--- src/ascii_integer_parse_format_unit_macros.svh ---
// ============================================================================
// ascii integer parse/format unit - assertion macros
// shared concurrent assertion forms, clocked on clk_i and quiet in reset
// ============================================================================
`ifndef ASCII_INTEGER_PARSE_FORMAT_UNIT_MACROS_SVH
`define ASCII_INTEGER_PARSE_FORMAT_UNIT_MACROS_SVH

// property must hold at every edge out of reset
`define AIPF_ASSERT(label, prop, msg) \
  label: assert property (@(posedge clk_i) disable iff (!rst_ni) (prop)) else $error(msg);

// condition must never be seen out of reset
`define AIPF_ASSERT_NEVER(label, cond, msg) \
  label: assert property (@(posedge clk_i) disable iff (!rst_ni) !(cond)) else $error(msg);

`endif

--- src/aipf_pkg.sv ---
// ============================================================================
// aipf_pkg
// widths, ascii codes, queue entry types and back-end states
// ============================================================================
`default_nettype none

package aipf_pkg;

  localparam int VALUE_BITS = 32;
  localparam int DIGIT_W    = 4;
  // decimal digits of 2^VALUE_BITS - 1
  localparam int DEC_DIGITS = (VALUE_BITS * 30103) / 100000 + 1;
  localparam int BCD_W      = DEC_DIGITS * DIGIT_W;
  localparam int PTR_W      = $clog2(DEC_DIGITS);
  localparam int CNT_W      = $clog2(VALUE_BITS);
  localparam int FOLD_W     = VALUE_BITS + 5;

  localparam logic [7:0] ASCII_ZERO    = 8'h30;
  localparam logic [7:0] ASCII_NINE    = 8'h39;
  localparam logic [7:0] ASCII_UPPER_A = 8'h41;
  localparam logic [7:0] ASCII_UPPER_F = 8'h46;
  localparam logic [7:0] ASCII_LOWER_A = 8'h61;
  localparam logic [7:0] ASCII_LOWER_F = 8'h66;

  localparam logic [DIGIT_W-1:0] LETTER_OFS = 4'd9;
  localparam logic [DIGIT_W-1:0] DEC_TEN    = 4'd10;
  localparam logic [DIGIT_W-1:0] BCD_FIVE   = 4'd5;
  localparam logic [DIGIT_W-1:0] BCD_THREE  = 4'd3;

  typedef struct packed {
    logic               term;
    logic               hex;
    logic [DIGIT_W-1:0] digit;
  } cmd_t;

  typedef struct packed {
    logic [7:0] char_out;
    logic       last_digit;
    logic       overflowed;
  } res_t;

  typedef enum logic [1:0] {
    BK_IDLE,
    BK_CONV,
    BK_EMIT
  } back_state_e;

endpackage

`default_nettype wire

--- src/aipf_front.sv ---
// ============================================================================
// aipf_front
// classifies input characters and holds them in a two-entry command queue
// ============================================================================
`default_nettype none

module aipf_front
  import aipf_pkg::*;
(
  input  wire logic       clk_i,
  input  wire logic       rst_ni,
  input  wire logic       hex_i,
  input  wire logic [7:0] char_in_i,
  input  wire logic       push_i,
  output logic            full_o,
  output logic            cmd_valid_o,
  output cmd_t            cmd_o,
  input  wire logic       cmd_pop_i
);

  cmd_t       mem_q [2];
  logic       wptr_q, rptr_q;
  logic [1:0] cnt_q, cnt_d;
  cmd_t       entry;
  logic       wr_en, rd_en;

  always_comb begin
    entry.hex   = hex_i;
    entry.term  = 1'b1;
    entry.digit = char_in_i[DIGIT_W-1:0];
    if (char_in_i inside {[ASCII_ZERO:ASCII_NINE]}) begin
      entry.term = 1'b0;
    end else if (hex_i && (char_in_i inside {[ASCII_UPPER_A:ASCII_UPPER_F],
                                             [ASCII_LOWER_A:ASCII_LOWER_F]})) begin
      entry.term  = 1'b0;
      entry.digit = char_in_i[DIGIT_W-1:0] + LETTER_OFS;
    end
  end

  assign full_o      = cnt_q[1];
  assign cmd_valid_o = (cnt_q != 2'd0);
  assign cmd_o       = mem_q[rptr_q];
  assign wr_en       = push_i && !full_o;
  assign rd_en       = cmd_pop_i && cmd_valid_o;

  always_comb begin
    cnt_d = cnt_q;
    if (wr_en && !rd_en) begin
      cnt_d = cnt_q + 2'd1;
    end else if (rd_en && !wr_en) begin
      cnt_d = cnt_q - 2'd1;
    end
  end

  always_ff @(posedge clk_i or negedge rst_ni) begin
    if (!rst_ni) begin
      wptr_q <= 1'b0;
      rptr_q <= 1'b0;
      cnt_q  <= 2'd0;
    end else begin
      cnt_q <= cnt_d;
      if (wr_en) begin
        wptr_q <= !wptr_q;
      end
      if (rd_en) begin
        rptr_q <= !rptr_q;
      end
    end
  end

  always_ff @(posedge clk_i) begin
    if (wr_en) begin
      mem_q[wptr_q] <= entry;
    end
  end

endmodule

`default_nettype wire

--- src/aipf_back.sv ---
// ============================================================================
// aipf_back
// folds digits into the accumulator and prints the value on a terminator
// ============================================================================
`default_nettype none

module aipf_back
  import aipf_pkg::*;
(
  input  wire logic clk_i,
  input  wire logic rst_ni,
  input  wire logic cmd_valid_i,
  input  wire cmd_t cmd_i,
  output logic      cmd_pop_o,
  output logic      res_push_o,
  output res_t      res_o,
  input  wire logic res_full_i
);

  back_state_e            state_q, state_d;
  logic [VALUE_BITS-1:0]  acc_q, acc_d;
  logic                   ovf_q, ovf_d;
  logic [VALUE_BITS-1:0]  bin_q, bin_d;
  logic [BCD_W-1:0]       bcd_q, bcd_d;
  logic [BCD_W-1:0]       bcd_adj;
  logic [CNT_W-1:0]       cnt_q, cnt_d;
  logic [PTR_W-1:0]       ptr_q, ptr_d;
  logic                   started_q, started_d;
  logic [FOLD_W-1:0]      fold;
  logic [DIGIT_W-1:0]     cur_digit;
  logic                   at_lsd;

  // acc * radix + digit, one bit of headroom above the x16 case
  always_comb begin
    if (cmd_i.hex) begin
      fold = {1'b0, acc_q, 4'b0000};
    end else begin
      fold = {2'b00, acc_q, 3'b000} + {4'b0000, acc_q, 1'b0};
    end
    fold = fold + {{(FOLD_W-DIGIT_W){1'b0}}, cmd_i.digit};
  end

  // add-3 correction per bcd digit
  always_comb begin
    for (int i = 0; i < DEC_DIGITS; i++) begin
      if (bcd_q[i*DIGIT_W +: DIGIT_W] >= BCD_FIVE) begin
        bcd_adj[i*DIGIT_W +: DIGIT_W] = bcd_q[i*DIGIT_W +: DIGIT_W] + BCD_THREE;
      end else begin
        bcd_adj[i*DIGIT_W +: DIGIT_W] = bcd_q[i*DIGIT_W +: DIGIT_W];
      end
    end
  end

  assign cur_digit = bcd_q[ptr_q*DIGIT_W +: DIGIT_W];
  assign at_lsd    = (ptr_q == '0);

  always_comb begin
    state_d    = state_q;
    acc_d      = acc_q;
    ovf_d      = ovf_q;
    bin_d      = bin_q;
    bcd_d      = bcd_q;
    cnt_d      = cnt_q;
    ptr_d      = ptr_q;
    started_d  = started_q;
    cmd_pop_o  = 1'b0;
    res_push_o = 1'b0;

    res_o.last_digit = at_lsd;
    res_o.overflowed = at_lsd && ovf_q;
    if (cur_digit < DEC_TEN) begin
      res_o.char_out = ASCII_ZERO + {4'b0000, cur_digit};
    end else begin
      res_o.char_out = ASCII_UPPER_A + {4'b0000, cur_digit - DEC_TEN};
    end

    case (state_q)
      BK_IDLE: begin
        if (cmd_valid_i) begin
          cmd_pop_o = 1'b1;
          if (!cmd_i.term) begin
            if (|fold[FOLD_W-1:VALUE_BITS]) begin
              acc_d = '1;
              ovf_d = 1'b1;
            end else begin
              acc_d = fold[VALUE_BITS-1:0];
            end
          end else begin
            started_d = 1'b0;
            ptr_d     = PTR_W'(DEC_DIGITS - 1);
            if (cmd_i.hex) begin
              bcd_d   = {{(BCD_W-VALUE_BITS){1'b0}}, acc_q};
              state_d = BK_EMIT;
            end else begin
              bin_d   = acc_q;
              bcd_d   = '0;
              cnt_d   = '0;
              state_d = BK_CONV;
            end
          end
        end
      end
      BK_CONV: begin
        bcd_d = {bcd_adj[BCD_W-2:0], bin_q[VALUE_BITS-1]};
        bin_d = {bin_q[VALUE_BITS-2:0], 1'b0};
        cnt_d = cnt_q + 1'b1;
        if (cnt_q == CNT_W'(VALUE_BITS - 1)) begin
          state_d = BK_EMIT;
        end
      end
      BK_EMIT: begin
        if (!started_q && (cur_digit == '0) && !at_lsd) begin
          ptr_d = ptr_q - 1'b1;
        end else if (!res_full_i) begin
          res_push_o = 1'b1;
          started_d  = 1'b1;
          if (at_lsd) begin
            acc_d   = '0;
            ovf_d   = 1'b0;
            state_d = BK_IDLE;
          end else begin
            ptr_d = ptr_q - 1'b1;
          end
        end
      end
      default: begin
        state_d = BK_IDLE;
      end
    endcase
  end

  always_ff @(posedge clk_i or negedge rst_ni) begin
    if (!rst_ni) begin
      state_q   <= BK_IDLE;
      acc_q     <= '0;
      ovf_q     <= 1'b0;
      ptr_q     <= '0;
      started_q <= 1'b0;
      cnt_q     <= '0;
    end else begin
      state_q   <= state_d;
      acc_q     <= acc_d;
      ovf_q     <= ovf_d;
      ptr_q     <= ptr_d;
      started_q <= started_d;
      cnt_q     <= cnt_d;
    end
  end

  always_ff @(posedge clk_i) begin
    bin_q <= bin_d;
    bcd_q <= bcd_d;
  end

endmodule

`default_nettype wire

--- src/aipf_outq.sv ---
// ============================================================================
// aipf_outq
// two-entry result queue in front of the output ports
// ============================================================================
`default_nettype none

module aipf_outq
  import aipf_pkg::*;
(
  input  wire logic clk_i,
  input  wire logic rst_ni,
  input  wire logic push_i,
  input  wire res_t res_i,
  output logic      full_o,
  output logic      empty_o,
  output res_t      res_o,
  input  wire logic pop_i
);

  res_t       mem_q [2];
  logic       wptr_q, rptr_q;
  logic [1:0] cnt_q, cnt_d;
  logic       wr_en, rd_en;

  assign full_o  = cnt_q[1];
  assign empty_o = (cnt_q == 2'd0);
  assign res_o   = mem_q[rptr_q];
  assign wr_en   = push_i && !full_o;
  assign rd_en   = pop_i && !empty_o;

  always_comb begin
    cnt_d = cnt_q;
    if (wr_en && !rd_en) begin
      cnt_d = cnt_q + 2'd1;
    end else if (rd_en && !wr_en) begin
      cnt_d = cnt_q - 2'd1;
    end
  end

  always_ff @(posedge clk_i or negedge rst_ni) begin
    if (!rst_ni) begin
      wptr_q <= 1'b0;
      rptr_q <= 1'b0;
      cnt_q  <= 2'd0;
    end else begin
      cnt_q <= cnt_d;
      if (wr_en) begin
        wptr_q <= !wptr_q;
      end
      if (rd_en) begin
        rptr_q <= !rptr_q;
      end
    end
  end

  always_ff @(posedge clk_i) begin
    if (wr_en) begin
      mem_q[wptr_q] <= res_i;
    end
  end

endmodule

`default_nettype wire

--- src/ascii_integer_parse_format_unit.sv ---
// ============================================================================
// ascii_integer_parse_format_unit
// parses an ascii decimal or hex number and prints it back as ascii digits
// ============================================================================
// input channel: push / full, one character per beat on char_in_i.
// output channel: empty / pop, one printed digit per beat on char_out_o,
//   with last_digit_o on the final digit and overflowed_o on that digit
//   when the value saturated.
// radix_mode_we_i writes radix_mode_i (0 decimal, 1 hex); write only when idle.
// a character enters a two-entry command queue; the back end folds each digit
// character into the accumulator, so digits stream at one beat per cycle while
// the back end is idle. a terminator in decimal runs a shift-add-3 conversion
// over the 32 value bits, then steps over 10 digit positions, leading zeros
// skipped; in hex it steps over the same 10 positions with no conversion.
// a decimal value prints up to ten digits, a hex value up to eight.
// a stalled receiver fills the two-entry result queue and halts printing;
// the command queue still takes up to two characters, then full rises.
// reset empties both queues, clears the accumulator and overflow mark and
// selects decimal.
// ============================================================================
`default_nettype none

`include "ascii_integer_parse_format_unit_macros.svh"

module ascii_integer_parse_format_unit
  import aipf_pkg::*;
(
  input  wire logic       clk_i,
  input  wire logic       rst_ni,
  input  wire logic       radix_mode_we_i,
  input  wire logic       radix_mode_i,
  input  wire logic       push,
  output logic            full,
  input  wire logic [7:0] char_in_i,
  output logic            empty,
  input  wire logic       pop,
  output logic [7:0]      char_out_o,
  output logic            last_digit_o,
  output logic            overflowed_o
);

  logic radix_mode_q;
  logic cmd_valid;
  cmd_t cmd;
  logic cmd_pop;
  logic res_push;
  res_t res_in;
  res_t res_out;
  logic res_full;

  always_ff @(posedge clk_i or negedge rst_ni) begin
    if (!rst_ni) begin
      radix_mode_q <= 1'b0;
    end else if (radix_mode_we_i) begin
      radix_mode_q <= radix_mode_i;
    end
  end

  aipf_front u_front (
    .clk_i       (clk_i),
    .rst_ni      (rst_ni),
    .hex_i       (radix_mode_q),
    .char_in_i   (char_in_i),
    .push_i      (push),
    .full_o      (full),
    .cmd_valid_o (cmd_valid),
    .cmd_o       (cmd),
    .cmd_pop_i   (cmd_pop)
  );

  aipf_back u_back (
    .clk_i       (clk_i),
    .rst_ni      (rst_ni),
    .cmd_valid_i (cmd_valid),
    .cmd_i       (cmd),
    .cmd_pop_o   (cmd_pop),
    .res_push_o  (res_push),
    .res_o       (res_in),
    .res_full_i  (res_full)
  );

  aipf_outq u_outq (
    .clk_i   (clk_i),
    .rst_ni  (rst_ni),
    .push_i  (res_push),
    .res_i   (res_in),
    .full_o  (res_full),
    .empty_o (empty),
    .res_o   (res_out),
    .pop_i   (pop)
  );

  assign char_out_o   = res_out.char_out;
  assign last_digit_o = res_out.last_digit;
  assign overflowed_o = res_out.overflowed;

  `AIPF_ASSERT_NEVER(a_push_into_full, res_push && res_full, "result beat pushed while full")
  `AIPF_ASSERT(a_pop_needs_cmd, cmd_pop |-> cmd_valid, "command popped from empty queue")
  `AIPF_ASSERT(a_ovf_on_last, (!empty && overflowed_o) |-> last_digit_o, "overflow off last digit")

endmodule

`default_nettype wire
--- config.mk ---
export PLATFORM = sky130hd
export DESIGN_NAME = ascii_integer_parse_format_unit
export DESIGN_NICKNAME = d
export VERILOG_FILES = /design/src/aipf_pkg.sv /design/src/aipf_front.sv /design/src/aipf_back.sv /design/src/aipf_outq.sv /design/src/ascii_integer_parse_format_unit.sv
export VERILOG_INCLUDE_DIRS = /design/src /design/src/src
export SDC_FILE = /design/constraint.sdc
export NUM_CORES = 1
export LEC_CHECK = 0
export BUFFER_PORTS_ARGS = -buffer_cell sky130_fd_sc_hd__buf_2
export CAP_MARGIN = 20
export CORE_MARGIN = 3
export CORE_UTILIZATION = 45
export CTS_CLUSTER_DIAMETER = 120
export CTS_CLUSTER_SIZE = 16
export DETAILED_ROUTE_END_ITERATION = 8
export GPL_TIMING_DRIVEN = 0
export PLACE_DENSITY_LB_ADDON = 0.08
export SYNTH_ARGS = -nofsm -noshare
export SYNTH_HDL_FRONTEND = slang
export SYNTH_SLANG_ARGS = --single-unit
--- constraint.sdc ---
create_clock -name clk_i -period 4.3 [get_ports clk_i]
set_input_delay 0.86 -clock clk_i [delete_from_list [all_inputs] [get_ports clk_i]]
set_output_delay 0.86 -clock clk_i [all_outputs]
set_load 0.005 [all_outputs]
==> summary.md, run 1 <==
| Metric | Value |
|---|---|
| Reg-to-Reg Start | `u_back.acc_q[0]` |
| Worst-path clk slew | `0.08 ns` |
| Reg2reg setup slack | `0.12 ns` |
| IO Pins | `26` |
| Initial core utilization | `46.1%` |
| Area growth syn-to-layout | `15.3%` |
| Fin area | `13100 um2` |
| Total GRT Usage | `22.7%` |
| Relative slew slack | `48.6%` |
| H-tree Lvls | `4` |
| Pre-Repair DR Iteration Count | `5` |
| Outcome | `finished, final reports clean` |
| Min Clock Period, post-route | `4.18 ns` |
| Largest net degree at the start of global routing | `42` |
| Worst-skew pair later-pin latency | `0.43 ns` |
| TritonCTS clock tree | `done` |
| Crit path launch type | `flop` |
| Yosys warnings | `0` |
| Final-report hold violation count | `0` |
| Final period utilization | `97.2%` |
| Die span in y | `165 um` |
| Number of synthesized flops with an enable pin | `102` |
| Ant diodes | `0` |
| Worst Hold Class | `input port to asynchronous set/reset pin` |
| Register bit count reported by yosys | `156` |
| Setup crit end | `u_back.acc_q[25]` |
| Post-synth ARST share | `34.6%` |
| DRT iter0 DRCs | `636` |
| Top post-synthesis cells by count | `nand2_1 (188), edfxtp_1 (102), o21ai_0 (89)` |
| Synth Flop Type | `edfxtp_1` |
| Final Setup Violations | `0` |
| Port bufs | `24` |
| Ranking of synthesized cells by area | `edfxtp_1 (27%), dfrtp_1 (12%), ha_1 (7.3%)` |
| Final worst slack | `0.122 ns` |
| Layout cell share with drive strength beyond 1 | `15.6%` |
| Worst Setup SP | `u_back.acc_q[0]` |
| DRC | `0` |
| Most frequent cell after synthesis | `nand2_1` |
| Worst Tran Pin Value | `0.769 ns` |
| Critical-path cell list | `ha_2 > fa_2 > a21o_1 > a311oi_4 > nor3_1 > a211o_1 > xnor2_2 > o41a_1 > or3_1 > buf_6 > nor2_4 > o211ai_2 > a22oi_4 > buf_12 > buf_8 > o21ai_1` |
| Mapped Cells | `1253` |
| Synth Area per Inst | `9.03 um2` |
| CP arrival | `4.47 ns` |
| Placement Cell Area | `11900 um2` |
| Placeable core area | `24500 um2` |
| R2R depth | `16` |
| Synthesized cell area | `11300 um2` |
| Max_cap viols | `0` |
| Worst flop-to-flop path endpoint | `u_back.acc_q[25]` |
| Top cell type's share of synthesized area | `27.1%` |
| Crit Path Class | `flop to flop` |
| Max Slew Vio Count | `0` |
| Worst-path maximum fanout | `10` |
| Max Freq | `239 MHz` |
| Detailed Place HPWL | `23500 um` |
| Post-synthesis sequential area ratio | `39.0%` |
| First-pass GRT wire length | `48600 um` |
| CP max stage delay | `0.45 ns` |
| Largest area contributor in the netlist | `edfxtp_1` |
| Total Nets Final | `1404` |
| Placer Congestion | `0.826` |
| Cts hold-fix bufs | `0` |
| Yosys cell types | `86` |
| Pre-CTS WS | `-2.12 ns` |
| Clk root buf | `clkbuf_16` |
| Clock Sinks | `156` |
| Fill cells | `2325` |
| Syn nets | `1335` |
| Std cell rows | `57` |
| Max Buffers Root-to-Sink | `2` |
| Post-route ant nets | `0` |
| Wire per inst | `18.2 um` |
| Via/cell ratio | `5.64` |
| Initial antenna violation count | `0` |
| Routed via count | `9358` |
| Die W | `165 um` |
| CP required | `4.59 ns` |
| Vias in the first global route | `9052` |
| FF/Latch Area | `4420 um2` |
| Slowest cell on crit path | `dfrtp_2` |
| Multi-input logic area | `6700 um2` |
| Die Area | `27100 um2` |
| GRT overflow | `0` |
| Total CTS buffers | `17` |
| Routed WL | `30200 um` |
| Worst setup EP type | `flop` |
| Worst Skew | `0.0160 ns` |
[kinds of logic (layout without fill, tap and decap cells)]
group | Yosys count | count (layout) | synth area share, %
and+or+nand+nor | 451 | 451 | 18.8
AOI/OAI and AO/OA | 348 | 348 | 19.5
adders and majority gates | 68 | 68 | 7.65
DFF | 156 | 156 | 39.0
other | 1 | 1 | 0.0331
xor gates and xnor gates | 72 | 72 | 5.57
buffers and inverters | 111 | 193 | 4.26
muxes | 46 | 46 | 5.13
[through the flow]
stage / utilization (%) / TNS (ns) / hold WS, ns / instances
3_3_place_gp: 48.3 / -95.61 / 0.475 / 1601
5_1_grt: 53.2 / -0.0352 / 0.345 / 1659
2_1_floorplan: - / 0 / 0.459 / 1253
6_report: 53.2 / 0 / 0.339 / 1659
3_5_place_dp: 48.6 / -69.36 / 0.480 / 1604
4_1_cts: 51.9 / 0 / 0.330 / 1643
[area by class of cell]
| class | count | share of cell area (%) |
|---|---|---|
| multi-input combinational | 986 | 51.3 |
| sequential | 156 | 33.9 |
| clock buffer | 17 | 3.26 |
| timing repair buffer | 55 | 3.20 |
| tap | 324 | 3.11 |
| buffer | 60 | 2.57 |
| inverter | 46 | 1.32 |
| clock inverter | 15 | 1.29 |
[state kept, by name, summed over array words and instances, names as in the netlist, 2 cells and up]
signal,flops
u_back.bcd_q,40
u_back.acc_q,32
u_back.bin_q,32
u_outq.mem_q,18
u_front.mem_q,12
u_back.cnt_q,5
u_back.ptr_q,4
u_back.state_q,2
u_front.cnt_q,2
u_outq.cnt_q,2
[placed cells by master (no fill, tap or decap), types with 6 or more instances in the layout]
cell       instances
mux2i_1           20
mux4_2             8
o21ai_1           33
or3_1             11
buf_2             30
inv_8              7
ha_1              61
edfxtp_1         102
nand2b_1          18
a22oi_1           28
and2_1            12
nor2b_1            8
nor3b_1            9
a21oi_1           82
mux2_2            16
nand4_1           10
buf_4             30
a21boi_0           7
o22ai_1            6
o21ai_0           81
nor3_1            35
clkbuf_16         17
nor2_1            75
o21ai_2            6
dfrtp_1           46
xnor2_1           45
a21o_1            14
clkbuf_1          32
and3_1             6
a211oi_1           7
nand2_1          186
inv_1             46
dfrtp_2            8
nand3_1           37
xor2_1            26
o31ai_1            9
[how the worst min path moves through the flow]
| stage | startpoint | to | slack (ns) | depth (start not counted) |
|---|---|---|---|---|
| 6_report | rst_ni | u_outq.wptr_q | 0.34 | 1 |
| 3_5_place_dp | u_front.wptr_q | u_front.wptr_q | 0.48 | 1 |
| 5_1_grt | rst_ni | u_outq.wptr_q | 0.35 | 1 |
| 4_1_cts | rst_ni | u_outq.rptr_q | 0.33 | 1 |
| 3_3_place_gp | u_front.wptr_q | u_front.wptr_q | 0.48 | 1 |
| 2_1_floorplan | u_outq.wptr_q | u_outq.wptr_q | 0.46 | 1 |
[critical path: cells and delay by family (launching register included)]
family	cells	cell delay, ns
AO/OA/AOI/OAI	7	1.71
AND/OR/NAND/NOR	3	0.62
adder cells (fa/ha/maj)	2	0.63
flip-flops	1	0.45
XOR/XNOR	1	0.17
buffers and inverters	3	0.44
[layer usage]
metal  up-vias  wire length [um]  GRT usage (%)
met1      4429             14400           32.1
met4         0               465           5.03
met5         -                 0              0
li1       4732                 -              -
met2       166             14400           37.8
met3        31               950           2.61
[timing repair]
action	in CTS	in global routing
resized for setup	38	53
pin swaps	8	13
buffers inserted	9	19
setup endpoints to repair	43	43
Power of run 1 is not shown: default switching activity piles up to over one toggle a cycle in this logic, so the estimate is an artifact.
==> inputs of run 2 (changes only) <==
- SETUP_SLACK_MARGIN: unset -> 0.3
==> run 2 against run 1 <==
Via count is 3.6% higher. Final area is 4.1% higher. Highest routed layer unchanged. Worst setup slack better by 0.056 ns. First-iteration DRC count stayed put. Flip-flop and latch count stayed put. Die area stayed put. Count of clock-buffer cells in the layout stayed put. Global-route usage is 0.98 points higher.
==> summary.md, run 2 (same netlist as run 1, synthesis figures left out) <==
| Metric | Value |
|---|---|
| Outcome | `finished, final reports clean` |
| Top cell by count, worst path | `buf_12` |
| Layout cell share with drive strength beyond 1 | `19.6%` |
| H-tree Lvls | `4` |
| Max_cap viols | `0` |
| Die W | `165 um` |
| Max Freq | `243 MHz` |
| Area growth syn-to-layout | `20.0%` |
| Crit Path Class | `flop to flop` |
| Ant diodes | `0` |
| Die span in y | `165 um` |
| Vias in the first global route | `9303` |
| DRT iter0 DRCs | `636` |
| CP required | `4.64 ns` |
| Detailed Place HPWL | `23500 um` |
| RSZ-0062 raised after global routing | `yes` |
| TritonCTS clock tree | `done` |
| Largest regs | `u_back.bcd_q x40, u_back.acc_q x32, u_back.bin_q x32` |
| Max Buffers Root-to-Sink | `2` |
| Min Clock Period, post-route | `4.12 ns` |
| GRT overflow | `0` |
| CP arrival | `4.46 ns` |
| Reg2reg setup slack | `0.18 ns` |
| DRC | `0` |
| Total Nets Final | `1423` |
| Placer Congestion | `0.832` |
| Initial core utilization | `46.1%` |
| Cts hold-fix bufs | `0` |
| Die Area | `27100 um2` |
| Worst setup EP type | `flop` |
| Pre-Repair DR Iteration Count | `5` |
| Total GRT Usage | `23.7%` |
| Crit path launch type | `flop` |
| Setup crit end | `u_back.acc_q[27]` |
| Worst Hold Class | `input port to asynchronous set/reset pin` |
| Total CTS buffers | `17` |
| Wire per inst | `18.7 um` |
| Slowest cell on crit path | `dfrtp_2` |
| Max FFs per register | `40` |
| Critical-path cell list | `ha_4 > fa_2 > a21o_1 > a311oi_4 > buf_4 > nor3_2 > a211o_1 > xnor2_2 > o41a_1 > nor3_1 > a311oi_1 > o2111ai_2 > a22oi_4 > buf_12 > buf_12 > o21ai_1` |
| Post-layout util | `55.4%` |
| Cell family with most CP delay | `compound AO/OA/AOI/OAI gates` |
| Commonest cells after routing, fill and taps aside | `nand2_1 (185), edfxtp_1 (102), a21oi_1 (77)` |
| Commonest non-fill, non-tap cell in the layout | `nand2_1` |
| R2R depth | `16` |
| First-pass GRT wire length | `50400 um` |
| Worst Skew | `0.0181 ns` |
| Clock Sinks | `156` |
| Worst-path clk slew | `0.08 ns` |
| Final period utilization | `95.9%` |
| Worst Setup SP | `u_back.acc_q[0]` |
| Routed WL | `31400 um` |
| Clk root buf | `clkbuf_16` |
| Port bufs | `24` |
| Worst path depth | `16` |
| Reg-to-Reg Start | `u_back.acc_q[0]` |
| Fill cells | `2272` |
| CP Buf/Inv Count | `3` |
| CP max stage delay | `0.44 ns` |
| Relative slew slack | `50.9%` |
| Largest net degree at the start of global routing | `41` |
| Final-report hold violation count | `0` |
| Worst-path maximum fanout | `6` |
| Worst Tran Pin Value | `0.734 ns` |
| Reg with most FFs | `u_back.bcd_q` |
| Via/cell ratio | `5.78` |
| Worst flop-to-flop path endpoint | `u_back.acc_q[27]` |
| Worst-skew pair later-pin latency | `0.44 ns` |
| Std cell rows | `57` |
| Max Slew Vio Count | `0` |
| Routed via count | `9693` |
| Initial antenna violation count | `0` |
| Final Setup Violations | `0` |
| Placeable core area | `24500 um2` |
| IO Pins | `26` |
| Post-route ant nets | `0` |
## run 2: changes by cell type in the layout (fill, tap and decap cells not counted), sizes merged
cell and delta:
clkbuf +6, buf +13, bufinv +1, clkinvlp -1
## run 2: worst register-to-register path: cells and delay by family (launching register included)
family                   cells  cell delay [ns]
adder cells (fa/ha/maj)      2             0.57
AND/OR/NAND/NOR              2             0.40
flip-flops                   1             0.44
AO/OA/AOI/OAI                8             1.98
XOR/XNOR                     1             0.17
buffers and inverters        3             0.48
## run 2: final cells by class
class,instances,area [um2],area share (%)
inverters,46,173,1.27
flip-flops and latches,156,4430,32.6
well taps,324,405,2.98
clock buffers,17,425,3.13
plain buffers,65,408,3.00
repair buffers,69,561,4.13
multi-input cells,986,6980,51.4
clock inverters,15,196,1.45
## run 2: what timing repair did
action	in CTS	in global routing
pin swaps	27	29
endpoints found under the setup margin	57	43
setup buffers	29	11
gates cloned	1	1
resized for setup	105	63
## run 2: per-layer routing
layer,routed length (um),track usage [%],vias up
li1,-,-,4771
met1,14800,33.0,4697
met2,15000,39.6,190
met3,1110,2.73,35
met4,509,5.95,0
met5,0,0,-
## run 2: worst min path at each step
stage                               from             end  slack [ns]  cells past startpoint
after detailed placement  u_front.wptr_q  u_front.wptr_q        0.48                      1
final                             rst_ni   u_outq.rptr_q        0.33                      1
after global placement    u_front.wptr_q  u_front.wptr_q        0.48                      1
after CTS                         rst_ni   u_outq.rptr_q        0.33                      1
after global routing              rst_ni   u_outq.wptr_q        0.34                      1
after floorplan            u_outq.wptr_q   u_outq.wptr_q        0.46                      1
## run 2: through the flow
stage	setup slack (ns)	hold WS (ns)	area (um2)	TNS, ns	std cells
3_3_place_gp	-1.39	0.475	11900	-72.26	1601
4_1_cts	0.276	0.334	13200	0	1666
3_5_place_dp	-1.41	0.483	11900	-45.37	1604
6_report	0.178	0.327	13600	0	1678
2_1_floorplan	0.317	0.459	11300	0	1253
5_1_grt	0.0948	0.344	13600	0	1678
Power of run 2 is left out for the same reason.
